===== config.mk =====
export PLATFORM = sky130hd
export DESIGN_NAME = keypad_scan_debounce_flat
export DESIGN_NICKNAME = d
export VERILOG_FILES = /design/src/kpd_pkg.sv /design/src/kpd_in_if.sv /design/src/kpd_out_if.sv /design/src/kpd_cfg_if.sv /design/src/kpd_core.sv /design/src/keypad_scan_debounce.sv /design/src/flat_wrapper.sv
export SDC_FILE = /design/constraint.sdc
export NUM_CORES = 1
export LEC_CHECK = 0
export ABC_CLOCK_PERIOD_IN_PS = 6750
export BUFFER_PORTS_ARGS = -buffer_cell sky130_fd_sc_hd__buf_2
export CAP_MARGIN = 20
export CELL_PAD_IN_SITES_DETAIL_PLACEMENT = 1
export CELL_PAD_IN_SITES_GLOBAL_PLACEMENT = 1
export CORE_MARGIN = 5
export CORE_UTILIZATION = 45
export CTS_CLUSTER_SIZE = 25
export DETAILED_ROUTE_END_ITERATION = 8
export PLACE_DENSITY_LB_ADDON = 0.05
export SYNTH_ARGS = -nofsm -noshare
export SYNTH_HDL_FRONTEND = slang
export SYNTH_SLANG_ARGS = --single-unit

===== constraint.sdc =====
create_clock -name clk -period 6.75 [get_ports clk]
set_input_delay 0.675 -clock clk [delete_from_list [all_inputs] [get_ports clk]]
set_output_delay 0.675 -clock clk [all_outputs]
set_load 0.01 [all_outputs]

===== src/kpd_pkg.sv =====
// ----------------------------------------------------------------------------
// kpd_pkg
// Types, constants and the key map shared by the keypad scanner files.
// ----------------------------------------------------------------------------
package kpd_pkg;

  localparam int unsigned COUNT_W = 16;
  localparam int unsigned KEY_W   = 7;
  localparam int unsigned ROW_W   = 2;
  localparam int unsigned COL_W   = 4;
  localparam int unsigned CFG_IDX_W = 2;

  localparam logic [COUNT_W-1:0] COUNT_MAX         = '1;
  localparam logic [COUNT_W-1:0] RELEASE_LIMIT_RST = 16'd100;
  localparam logic [COUNT_W-1:0] REPEAT_LIMIT_RST  = 16'd500;

  localparam logic [KEY_W-1:0] KEY_NONE = 7'd0;

  // configuration register indexes
  localparam logic [CFG_IDX_W-1:0] CFG_RELEASE_LIMIT = 2'd0;
  localparam logic [CFG_IDX_W-1:0] CFG_REPEAT_LIMIT  = 2'd1;

  typedef struct packed {
    logic [ROW_W-1:0]   row;
    logic [KEY_W-1:0]   key;
    logic [COUNT_W-1:0] held;
    logic [COUNT_W-1:0] idle;
  } kpd_state_t;

  typedef struct packed {
    logic             key_valid;
    logic [KEY_W-1:0] key_code;
    logic [ROW_W-1:0] row_drive;
  } kpd_result_t;

  localparam kpd_state_t STATE_RST = '{row: '0, key: KEY_NONE, held: '0, idle: '0};

  // rows down, columns across
  function automatic logic [KEY_W-1:0] key_lookup(input logic [ROW_W-1:0] row,
                                                 input logic [1:0] col);
    logic [KEY_W-1:0] code;
    case ({row, col})
      4'h0: code = 7'h31;  // '1'
      4'h1: code = 7'h34;  // '4'
      4'h2: code = 7'h37;  // '7'
      4'h3: code = 7'h2A;  // '*'
      4'h4: code = 7'h32;  // '2'
      4'h5: code = 7'h35;  // '5'
      4'h6: code = 7'h38;  // '8'
      4'h7: code = 7'h30;  // '0'
      4'h8: code = 7'h33;  // '3'
      4'h9: code = 7'h36;  // '6'
      4'hA: code = 7'h39;  // '9'
      4'hB: code = 7'h23;  // '#'
      4'hC: code = 7'h41;  // 'A'
      4'hD: code = 7'h42;  // 'B'
      4'hE: code = 7'h43;  // 'C'
      4'hF: code = 7'h44;  // 'D'
      default: code = KEY_NONE;
    endcase
    return code;
  endfunction

  function automatic logic [COUNT_W-1:0] sat_inc(input logic [COUNT_W-1:0] v);
    return (v != COUNT_MAX) ? v + COUNT_W'(1) : v;
  endfunction

endpackage


===== src/kpd_in_if.sv =====
// ----------------------------------------------------------------------------
// kpd_in_if
// Scan tick channel: sampled column bits of the driven row.
// ----------------------------------------------------------------------------
interface kpd_in_if;
  logic                        valid;
  logic                        ready;
  logic [kpd_pkg::COL_W-1:0]   column_bits;

  modport source (output valid, output column_bits, input ready);
  modport sink   (input valid, input column_bits, output ready);
endinterface


===== src/kpd_out_if.sv =====
// ----------------------------------------------------------------------------
// kpd_out_if
// Result channel: registered key press and next row to drive.
// ----------------------------------------------------------------------------
interface kpd_out_if;
  logic                        valid;
  logic                        ready;
  logic                        key_valid;
  logic [kpd_pkg::KEY_W-1:0]   key_code;
  logic [kpd_pkg::ROW_W-1:0]   row_drive;

  modport source (output valid, output key_valid, output key_code, output row_drive,
                  input ready);
  modport sink   (input valid, input key_valid, input key_code, input row_drive,
                  output ready);
endinterface


===== src/kpd_cfg_if.sv =====
// ----------------------------------------------------------------------------
// kpd_cfg_if
// Configuration write channel: register index and write data.
// ----------------------------------------------------------------------------
interface kpd_cfg_if;
  logic                          valid;
  logic                          ready;
  logic [kpd_pkg::CFG_IDX_W-1:0] index;
  logic [kpd_pkg::COUNT_W-1:0]   data;

  modport source (output valid, output index, output data, input ready);
  modport sink   (input valid, input index, input data, output ready);
endinterface


===== src/kpd_core.sv =====
// ----------------------------------------------------------------------------
// kpd_core
// Key decode and debounce counter update for one scan tick.
// ----------------------------------------------------------------------------
module kpd_core (
  input  kpd_pkg::kpd_state_t          state_i,
  input  logic [kpd_pkg::COL_W-1:0]    column_bits,
  input  logic [kpd_pkg::COUNT_W-1:0]  release_limit,
  input  logic [kpd_pkg::COUNT_W-1:0]  repeat_limit,
  output kpd_pkg::kpd_state_t          state_o,
  output kpd_pkg::kpd_result_t         result_o
);
  import kpd_pkg::*;

  logic [KEY_W-1:0] key;
  logic             fire;

  // exactly one closed column names a key; anything else is keyless
  always_comb begin
    case (column_bits)
      4'b0001: key = key_lookup(state_i.row, 2'd0);
      4'b0010: key = key_lookup(state_i.row, 2'd1);
      4'b0100: key = key_lookup(state_i.row, 2'd2);
      4'b1000: key = key_lookup(state_i.row, 2'd3);
      default: key = KEY_NONE;
    endcase
  end

  always_comb begin
    state_o = state_i;
    fire    = 1'b0;
    if (key == KEY_NONE) begin
      if (state_i.idle > release_limit) begin
        state_o.key  = KEY_NONE;
        state_o.held = '0;
        state_o.idle = '0;
      end else begin
        state_o.idle = sat_inc(state_i.idle);
      end
    end else if (state_i.key != key) begin
      fire = 1'b1;
    end else if (state_i.held > repeat_limit) begin
      fire = 1'b1;
    end else begin
      state_o.held = sat_inc(state_i.held);
    end

    if (fire) begin
      state_o.key  = key;
      state_o.held = '0;
      state_o.idle = '0;
    end

    state_o.row = state_i.row + ROW_W'(1);

    result_o.key_valid = fire;
    result_o.key_code  = fire ? key : KEY_NONE;
    result_o.row_drive = state_o.row;
  end

endmodule


===== src/keypad_scan_debounce.sv =====
// ----------------------------------------------------------------------------
// keypad_scan_debounce
// 4x4 matrix keypad scanner with new-key, repeat and release debounce.
// ----------------------------------------------------------------------------
// Every accepted scan tick yields exactly one result, held first in the
// input register and then in the result register. One tick is accepted per
// cycle while the result side is not stalled: the input register feeds a
// single pass of decode, limit compare and counter update straight into the
// result register, and a new tick enters while the previous result still
// waits to be taken. row_drive tells which row to drive for the next tick.
// Limits are written through the cfg channel, which is always ready; writes
// to unknown indexes are dropped. No clearing pass is needed after reset.
module keypad_scan_debounce (
  input logic      clk,
  input logic      rst_n,
  kpd_in_if.sink   in_ch,
  kpd_out_if.source out_ch,
  kpd_cfg_if.sink  cfg_ch
);
  import kpd_pkg::*;

  logic               in_vld_r;
  logic [COL_W-1:0]   col_r;
  logic               out_vld_r;
  kpd_result_t        result_r;
  kpd_result_t        result_nxt;
  kpd_state_t         state_r;
  kpd_state_t         state_nxt;
  logic [COUNT_W-1:0] release_limit_r;
  logic [COUNT_W-1:0] repeat_limit_r;
  logic               adv;
  logic               in_ready;

  // stage 1 moves into the result register when that is free or draining
  assign adv      = in_vld_r && (!out_vld_r || out_ch.ready);
  assign in_ready = !in_vld_r || adv;

  assign in_ch.ready      = in_ready;
  assign cfg_ch.ready     = 1'b1;
  assign out_ch.valid     = out_vld_r;
  assign out_ch.key_valid = result_r.key_valid;
  assign out_ch.key_code  = result_r.key_code;
  assign out_ch.row_drive = result_r.row_drive;

  kpd_core u_core (
    .state_i       (state_r),
    .column_bits   (col_r),
    .release_limit (release_limit_r),
    .repeat_limit  (repeat_limit_r),
    .state_o       (state_nxt),
    .result_o      (result_nxt)
  );

  always_ff @(posedge clk) begin
    if (!rst_n) begin
      in_vld_r        <= 1'b0;
      out_vld_r       <= 1'b0;
      state_r         <= STATE_RST;
      release_limit_r <= RELEASE_LIMIT_RST;
      repeat_limit_r  <= REPEAT_LIMIT_RST;
    end else begin
      if (in_ready) begin
        in_vld_r <= in_ch.valid;
      end
      if (adv) begin
        out_vld_r <= 1'b1;
        state_r   <= state_nxt;
      end else if (out_ch.ready) begin
        out_vld_r <= 1'b0;
      end
      if (cfg_ch.valid) begin
        case (cfg_ch.index)
          CFG_RELEASE_LIMIT: release_limit_r <= cfg_ch.data;
          CFG_REPEAT_LIMIT:  repeat_limit_r  <= cfg_ch.data;
          default: ;
        endcase
      end
    end
  end

  // payload registers
  always_ff @(posedge clk) begin
    if (in_ch.valid && in_ready) begin
      col_r <= in_ch.column_bits;
    end
    if (adv) begin
      result_r <= result_nxt;
    end
  end

  a_row_steps: assert property (@(posedge clk) disable iff (!rst_n)
    adv |=> state_r.row == $past(state_r.row) + ROW_W'(1))
    else $error("row index did not advance by one per tick");

  a_fire_clears: assert property (@(posedge clk) disable iff (!rst_n)
    adv && result_nxt.key_valid |=> state_r.held == '0 && state_r.idle == '0
                                    && state_r.key == $past(result_nxt.key_code))
    else $error("registration did not clear counters or store key");

  a_code_zero: assert property (@(posedge clk) disable iff (!rst_n)
    out_vld_r && !result_r.key_valid |-> result_r.key_code == KEY_NONE)
    else $error("key code set without a registered key");

  a_row_out: assert property (@(posedge clk) disable iff (!rst_n)
    adv |=> result_r.row_drive == state_r.row)
    else $error("row_drive does not match the row index");

  a_no_stall_empty: assert property (@(posedge clk) disable iff (!rst_n)
    !out_vld_r |-> in_ready)
    else $error("input stalled with an empty result register");

endmodule

===== src/flat_wrapper.sv =====
// flat-port wrapper written by rule: the top's interface ports become plain ports
module keypad_scan_debounce_flat import kpd_pkg::*;
  (clk, rst_n, in_ch_valid, in_ch_column_bits, in_ch_ready, out_ch_valid, out_ch_key_valid, out_ch_key_code, out_ch_row_drive, out_ch_ready, cfg_ch_valid, cfg_ch_index, cfg_ch_data, cfg_ch_ready);
  kpd_in_if in_ch_i ();
  kpd_out_if out_ch_i ();
  kpd_cfg_if cfg_ch_i ();
  input logic clk;
  input logic rst_n;
  input wire logic [$bits(in_ch_i.valid)-1:0] in_ch_valid;
  input wire logic [$bits(in_ch_i.column_bits)-1:0] in_ch_column_bits;
  output wire logic [$bits(in_ch_i.ready)-1:0] in_ch_ready;
  output wire logic [$bits(out_ch_i.valid)-1:0] out_ch_valid;
  output wire logic [$bits(out_ch_i.key_valid)-1:0] out_ch_key_valid;
  output wire logic [$bits(out_ch_i.key_code)-1:0] out_ch_key_code;
  output wire logic [$bits(out_ch_i.row_drive)-1:0] out_ch_row_drive;
  input wire logic [$bits(out_ch_i.ready)-1:0] out_ch_ready;
  input wire logic [$bits(cfg_ch_i.valid)-1:0] cfg_ch_valid;
  input wire logic [$bits(cfg_ch_i.index)-1:0] cfg_ch_index;
  input wire logic [$bits(cfg_ch_i.data)-1:0] cfg_ch_data;
  output wire logic [$bits(cfg_ch_i.ready)-1:0] cfg_ch_ready;
  assign in_ch_i.valid = in_ch_valid;
  assign in_ch_i.column_bits = in_ch_column_bits;
  assign in_ch_ready = in_ch_i.ready;
  assign out_ch_valid = out_ch_i.valid;
  assign out_ch_key_valid = out_ch_i.key_valid;
  assign out_ch_key_code = out_ch_i.key_code;
  assign out_ch_row_drive = out_ch_i.row_drive;
  assign out_ch_i.ready = out_ch_ready;
  assign cfg_ch_i.valid = cfg_ch_valid;
  assign cfg_ch_i.index = cfg_ch_index;
  assign cfg_ch_i.data = cfg_ch_data;
  assign cfg_ch_ready = cfg_ch_i.ready;
  keypad_scan_debounce u_core (.clk(clk), .rst_n(rst_n), .in_ch(in_ch_i), .out_ch(out_ch_i), .cfg_ch(cfg_ch_i));
endmodule

==> results of run 1 <==
[worst max-delay path by stage]
stage          cells past startpoint                               to  slack, ps                               startpoint
2_1_floorplan                     11  u_core.state_r[30]$_SDFFE_PN0P_       4110  u_core.release_limit_r[15]$_SDFFE_PN0P_
3_3_place_gp                      10  u_core.state_r[29]$_SDFFE_PN0P_       3510          u_core.state_r[39]$_SDFFE_PN0P_
3_5_place_dp                       8  u_core.state_r[21]$_SDFFE_PN0P_       3250                u_core.col_r[0]$_DFFE_PP_
4_1_cts                           10  u_core.state_r[21]$_SDFFE_PN0P_       3190          u_core.state_r[39]$_SDFFE_PN0P_
5_1_grt                           10  u_core.state_r[21]$_SDFFE_PN0P_       2920          u_core.state_r[39]$_SDFFE_PN0P_
6_report                          10  u_core.state_r[21]$_SDFFE_PN0P_       3270          u_core.state_r[39]$_SDFFE_PN0P_
[registers in the layout, summed over array words and instances, names as in the netlist]
signal and count:
u_core.col_r 4, u_core.in_vld_r 1, u_core.out_ch.key_code 7, u_core.out_ch.key_valid 1
u_core.out_ch.row_drive 2, u_core.out_ch.valid 1, u_core.release_limit_r 16, u_core.repeat_limit_r 16
u_core.state_r 41
[synthesized netlist by cell type (3+ instances only)]
cell type | n | area share, %
a21oi_1 | 56 | 5.6
buf_2 | 3 | 0.30
inv_1 | 57 | 4.2
nand3_1 | 28 | 2.8
nand3b_1 | 7 | 1.0
and2_1 | 13 | 1.6
nor2b_1 | 4 | 0.50
o22ai_1 | 8 | 0.99
or3_1 | 9 | 1.1
and4_1 | 6 | 1.0
ha_1 | 40 | 9.9
clkbuf_1 | 15 | 1.1
o211ai_1 | 13 | 1.9
nor3_1 | 13 | 1.3
a211oi_1 | 4 | 0.60
or2_2 | 4 | 0.50
o21ai_0 | 29 | 2.9
o21a_1 | 4 | 0.60
dfxtp_1 | 75 | 30
a31oi_1 | 6 | 0.74
edfxtp_1 | 14 | 8.3
xnor2_1 | 7 | 1.2
nor2_1 | 24 | 1.8
nand4_1 | 11 | 1.4
buf_1 | 3 | 0.22
o211ai_2 | 4 | 0.99
o31ai_1 | 4 | 0.60
nor4_1 | 7 | 0.87
a32oi_1 | 3 | 0.52
and3_1 | 7 | 0.87
buf_4 | 5 | 0.74
nand2_1 | 101 | 7.5
[power groups by stage]
stage	logic (W)	registers [W]	clock network (W)
2_1_floorplan	0.0000780	0.000574	0
3_3_place_gp	0.000108	0.000576	0
3_5_place_dp	0.000111	0.000578	0
4_1_cts	0.000112	0.000565	0.000395
5_1_grt	0.000125	0.000567	0.000418
6_report	0.000111	0.000565	0.000384
[final cells by class]
cell class,count,area [µm²],area share (%)
inverter,57,214,3.88
clock inverter,3,40.0,0.726
timing repair buffer,42,224,4.06
multi-input combinational,447,2780,50.4
clock buffer,13,160,2.90
tap,140,175,3.18
sequential,89,1920,34.9
[stage by stage]
| step | instance area (µm²) | util, % |
|---|---|---|
| after global routing | 5510 | 50.6 |
| after CTS | 5500 | 50.5 |
| after detailed placement | 5300 | 48.7 |
| after floorplan | 5040 | - |
| final | 5510 | 50.6 |
| after global placement | 5300 | 48.7 |
[worst max-delay path, delay by kind of cell, from the launching register on]
family | cells | cell delay (ps)
adders and majority gates | 1 | 380
DFF | 1 | 430
buffers and inverters | 1 | 120
AOI/OAI and AO/OA | 3 | 910
xor gates and xnor gates | 1 | 210
and+or+nand+nor | 4 | 1320
[metal layers]
layer / routed length [µm] / part of all wire (%)
met5: 0 / 0
met4: 271 / 2.1
met3: 303 / 2.3
met2: 6340 / 48
met1: 6260 / 48
[kinds of logic (layout without fill, tap and decap cells)]
| logic type | after synthesis | after routing |
|---|---|---|
| flip-flops | 89 | 89 |
| AO/OA/AOI/OAI | 145 | 145 |
| XOR/XNOR | 9 | 9 |
| multiplexers | 2 | 2 |
| adder cells (fa/ha/maj) | 40 | 40 |
| other | 1 | 1 |
| AND/OR/NAND/NOR | 250 | 250 |
| buffers and inverters | 84 | 115 |
==> results by group, run 1 <==
Outcome
  • Outcome: finished, final reports clean

Timing
  • Max Fclk: 287 MHz
  • Final worst slack: 3270 ps
  • Worst-margin pin slew: 890 ps
  • RSZ-0062 raised after global routing: no
  • Final Hold Viols: 0
  • Crit share post-route: 51.6%
  • Final setup viols: 0
  • Clk_skew: 7.78 ps
  • Final Critical Period: 3480 ps
  • Hold Slack: 458 ps
  • Max-slew violation count: 0
  • Rel. slew slack: 40.5%
  • Final setup TNS: 0 ps

GRT
  • Antenna violations before repair: 0
  • GR Util All Layers: 21.0%
  • Total congestion overflow: 0
  • Grt peak-use layer: met2
  • Met2 Track Usage GR: 35.8%
  • M3 GR Usage: 2.66%
  • M1 GR Usage: 27.0%
  • Number of global-route vias before repair: 4,713
  • Largest net degree at the start of global routing: 34
  • First-pass GRT wire length: 22,500 µm

Finish
  • Share of cells above drive strength 1: 10.9%
  • # fillers: 1,344
  • Ant. Diodes: 0
  • Commonest cells after routing, fill and taps aside: 101 x nand2_1, 75 x dfxtp_1, 57 x inv_1
  • Nets: 713
  • Area Overhead vs Synth: 9.38%
  • Most common cell after layout, fill and taps aside: nand2_1
  • Final Non-Filler Cells: 791

Clock tree
  • H-tree depth: 3
  • Clock transition at path regs: 90 ps
  • Clock root buffer: clkbuf_8
  • CTS Buf Count: 9
  • Clk buf depth: 2
  • Clk sink count: 89
  • CTS resizes: 0
  • CTS tree: built
  • Post-CTS setup buffer count: 0
  • Hold_buf cts: 0
  • Clock latency on the worst-skew pair: 360 ps

Synthesis
  • Post-synthesis mux area share: 0.397%
  • Post-synthesis cell type count: 60
  • Most used DFF post-synth: dfxtp_1
  • Synth Instances: 620
  • Synth Area in Simple Gates: 25.3%
  • Synth Area in Compound Gates: 17.8%
  • Number of synthesized flops with an enable pin: 14
  • Syn nets: 687
  • Post-Syn Area: 0.00504 mm²
  • Synth Area in XOR/XNOR: 1.56%
  • Main combinational cell family by area after synthesis: simple AND/OR/NAND/NOR gates
  • Seq/Total Area, Yosys: 38.1%
  • YS warnings: 0
  • Post-synth ARST share: 0%
  • Syn avg cell area: 8.13 µm²
  • Synth Area in Adders: 9.93%
  • Yosys reg bits: 89

Floorplanning
  • Rows: 38
  • Chip height: 116 µm
  • Top-Level Pins: 40
  • Die X-Extent: 116 µm
  • Initial core utilization: 46.3%
  • Core area: 0.0109 mm²
  • DIE AREA: 0.0134 mm²

Worst setup path
  • Setup crit end kind: register
  • Critical path class: register to register
  • CP Cell Sequence: inv_1, ha_1, nand3b_1, o41ai_1, a211oi_1, xor2_1, nand4_1, nor3_4, nand3_1, o31ai_1
  • Worst reg2reg endpoint: u_core.state_r[21]$_SDFFE_PN0P_
  • Worst endpoint data arrival time: 3750 ps
  • Worst EP required: 7010 ps
  • R2r setup slk: 3270 ps
  • Worst stage delay on the critical path: 730 ps
  • Crit-path slowest cell: nor3_4
  • Startpoint types: register
  • FF-to-FF Start: u_core.state_r[39]$_SDFFE_PN0P_
  • FF-to-FF path depth: 10
  • Crit Path Max Fanout: 25

Hold path
  • Hold_sp: u_core.release_limit_r[7]$_SDFFE_PN0P_
  • Hold Crit Class: register to register
  • Hold EP: u_core.release_limit_r[7]$_SDFFE_PN0P_
  • Hold Path Depth: 2

Route
  • DRT iter0 DRCs: 217
  • WL per Instance: 16.7 µm
  • ANT nets after route: 0
  • Vias/cell: 5.65
  • Pre-antenna DRT Iters: 4
  • Final wirelength: 13,200 µm
  • DRC Markers: 0
  • Routed vias: 4,466

Power
  • NetSw: 0.000274 W
  • Final Power: 0.00106 W
  • Seq pwr share: 53.3%
  • Clock network fraction of total power: 36.2%
  • Static leakage: 2.11 nW
  • Power Internal: 0.000785 W
  • Switching fraction of total power: 25.9%
  • Combinational share of power: 10.5%
  • PwrDens: 192 mW/mm²
  • Worst vdd ir: 0.0000911 V

Placement
  • Pre-CTS setup slack: 3250 ps
  • Final HPWL DP: 10,000 µm
  • Port Buf Inserts: 38
  • Gpl congestion: 0.804
  • Placed insts: 774

Run
  • Max Cap Viol: 0
Note: power is estimated with default switching activity, not from simulation.
==> run 2, diff against run 1 <==
ABC_CLOCK_PERIOD_IN_PS = 3650   (was 6750)
clock period = 3.65 ns   (was 6.75 ns; I/O delays follow)
==> run 2 against run 1 <==
Combinational power increased by 90%; via count up 1.3%; cell count increased by 0.38%; die area unchanged.
==> results by group, run 2 (same netlist as run 1, synthesis figures left out) <==
Finish
  • Area Overhead vs Synth: 9.68%
  • Nets: 716 (+0.42%)
  • Post-layout util: 50.8% (+0.14 points)
  • Max reg flops: 41 (unchanged)
  • Ant. Diodes: 0 (unchanged)
  • Biggest register: u_core.state_r
  • Most common cell after layout, fill and taps aside: nand2_1
  • Share of cells above drive strength 1: 11.6% (+0.71 points)
  • Commonest cells after routing, fill and taps aside: 101 x nand2_1, 75 x dfxtp_1, 57 x inv_1
  • Largest regs: u_core.state_r: 41 flops, u_core.release_limit_r: 16 flops, u_core.repeat_limit_r: 16 flops

Floorplanning
  • Initial core utilization: 46.3% (unchanged)
  • Die X-Extent: 116 µm (unchanged)
  • Core area: 0.0109 mm² (unchanged)
  • DIE AREA: 0.0134 mm² (unchanged)
  • Chip height: 116 µm (unchanged)
  • Rows: 38 (unchanged)
  • Top-Level Pins: 40 (unchanged)

Clock tree
  • Clock root buffer: clkbuf_8
  • H-tree depth: 3 (unchanged)
  • CTS tree: built
  • Clock latency on the worst-skew pair: 380 ps (+20 ps)
  • CTS Buf Count: 9 (unchanged)
  • Clk sink count: 89 (unchanged)
  • Clk buf depth: 2 (unchanged)
  • Clock transition at path regs: 90 ps (about the same)
  • CTS resizes: 0 (unchanged)
  • Hold_buf cts: 0 (unchanged)
  • Post-CTS setup buffer count: 0 (unchanged)

Hold path
  • Hold_sp: in_ch_column_bits[0]
  • Hold Crit Class: input port to register

Route
  • Routed vias: 4,522 (+1.3%)
  • DRC Markers: 0 (unchanged)
  • DRT iter0 DRCs: 204 (-6.0%)
  • Pre-antenna DRT Iters: 4 (unchanged)
  • Final wirelength: 13,800 µm (+4.8%)
  • Vias/cell: 5.70 (+0.87%)
  • ANT nets after route: 0 (unchanged)
  • WL per Instance: 17.4 µm (+4.4%)

Worst setup path
  • Crit Path Max Fanout: 20 (-20%)
  • Setup crit end kind: register
  • Worst stage delay on the critical path: 570 ps (-160 ps)
  • Top cell by count, worst path: nand4_1
  • Startpoint types: register
  • Worst endpoint data arrival time: 3420 ps (-330 ps)
  • Worst EP required: 3960 ps (-3050 ps)
  • Worst setup startpoint: u_core.state_r[39]$_SDFFE_PN0P_
  • Crit-path slowest cell: a211oi_1
  • FF-to-FF Start: u_core.state_r[39]$_SDFFE_PN0P_
  • CP Cell Sequence: inv_1, ha_1, nand3b_1, o41ai_1, a211oi_1, xor2_1, nand4_1, nor3_4, buf_4, nand4_1, a31oi_1
  • Critical path class: register to register

Timing
  • Max Fclk: 321 MHz (+12%)
  • Worst-margin pin slew: 731 ps (-160 ps)
  • Crit share post-route: 85.4% (+34 points)
  • Max-slew violation count: 0 (unchanged)
  • Final Critical Period: 3120 ps (-366 ps)
  • Final Hold Viols: 0 (unchanged)
  • Clk_skew: 6.55 ps (-1.23 ps)
  • Final setup viols: 0 (unchanged)
  • Final worst slack: 534 ps (-2730 ps)
  • Rel. slew slack: 51.3% (+11 points)
  • Final setup TNS: 0 ps (unchanged)
  • RSZ-0062 raised after global routing: no

GRT
  • Total congestion overflow: 0 (unchanged)
  • GR Util All Layers: 22.0% (+1.0 points)
  • Number of global-route vias before repair: 4,714 (+0.021%)
  • Largest net degree at the start of global routing: 30 (-12%)
  • Antenna violations before repair: 0 (unchanged)
  • First-pass GRT wire length: 23,200 µm (+3.1%)

Run
  • Max Cap Viol: 0 (unchanged)

Power
  • Seq pwr share: 54.1% (+0.8 points)
  • Static leakage: 2.12 nW (+0.73%)
  • PwrDens: 350 mW/mm² (+82%)
  • Switching fraction of total power: 26.6% (+0.75 points)
  • NetSw: 0.000515 W (+88%)
  • Combinational share of power: 10.9% (+0.4 points)
  • Worst vdd ir: 0.000345 V (+280%)
  • Clock network fraction of total power: 35.0% (-1.2 points)
  • Power Internal: 0.00142 W (+81%)

Placement
  • Pre-CTS setup slack: 560 ps (-2690 ps)
  • Gpl congestion: 0.827 (+2.8%)
  • Final HPWL DP: 10,500 µm (+4.4%)
  • Port Buf Inserts: 38 (unchanged)

Outcome
  • Outcome: finished, final reports clean
run 2: changes by cell type in the layout (fill, tap and decap cells not counted), sizes merged:
cell / change
buf: +3
bufinv: -1
clkbuf: +1
run 2: critical path: cells and delay by family (launching register included):
family / cells / cell delay (ps)
AO/OA/AOI/OAI: 3 / 830
XOR/XNOR: 1 / 190
adder cells (fa/ha/maj): 1 / 380
buffers and inverters: 2 / 450
flip-flops: 1 / 460
AND/OR/NAND/NOR: 4 / 720
run 2: final timing paths:
path / slack (ps) / to / cells past startpoint
worst max-delay path: 530 / u_core.state_r[16]$_SDFFE_PN0P_ / 11
worst min-delay path: 170 / u_core.col_r[0]$_DFFE_PP_ / 1
worst max register to register: 530 / u_core.state_r[16]$_SDFFE_PN0P_ / 11
worst min register to register: 460 / u_core.release_limit_r[8]$_SDFFE_PN0P_ / 2
run 2: layer usage:
metal	up-vias	share of wire, %	routed length (µm)	global-route usage (%)
met2	60	48	6640	37.6
met1	2193	46	6400	27.6
met4	0	1.9	267	6.65
met5	-	0	0	0
met3	19	3.7	507	5.43
li1	2250	-	-	-
run 2: power by group through the flow:
stage | sequential, W | combinational [W] | clock (W)
after floorplan | 0.00106 | 0.000144 | 0
after global placement | 0.00107 | 0.000205 | 0
after detailed placement | 0.00107 | 0.000212 | 0
after CTS | 0.00104 | 0.000213 | 0.000697
after global routing | 0.00105 | 0.000236 | 0.000742
final | 0.00104 | 0.000211 | 0.000677
run 2: final cells by class:
class / count / area (µm²)
clock buffers: 14 / 183
flip-flops and latches: 89 / 1920
repair buffers: 45 / 246
well taps: 140 / 175
clock inverters: 2 / 10.0
fillers: 1357 / 5360
inverters: 57 / 214
multi-input cells: 447 / 2780
run 2: through the flow:
step | hold slack [ps] | total power, W | instances | instance area [µm²]
after floorplan | 436 | 0.00121 | 620 | 5040
after global placement | 447 | 0.00127 | 777 | 5330
after detailed placement | 450 | 0.00128 | 777 | 5330
after CTS | 150 | 0.00195 | 793 | 5520
after global routing | 142 | 0.00203 | 794 | 5530
final | 169 | 0.00193 | 794 | 5530
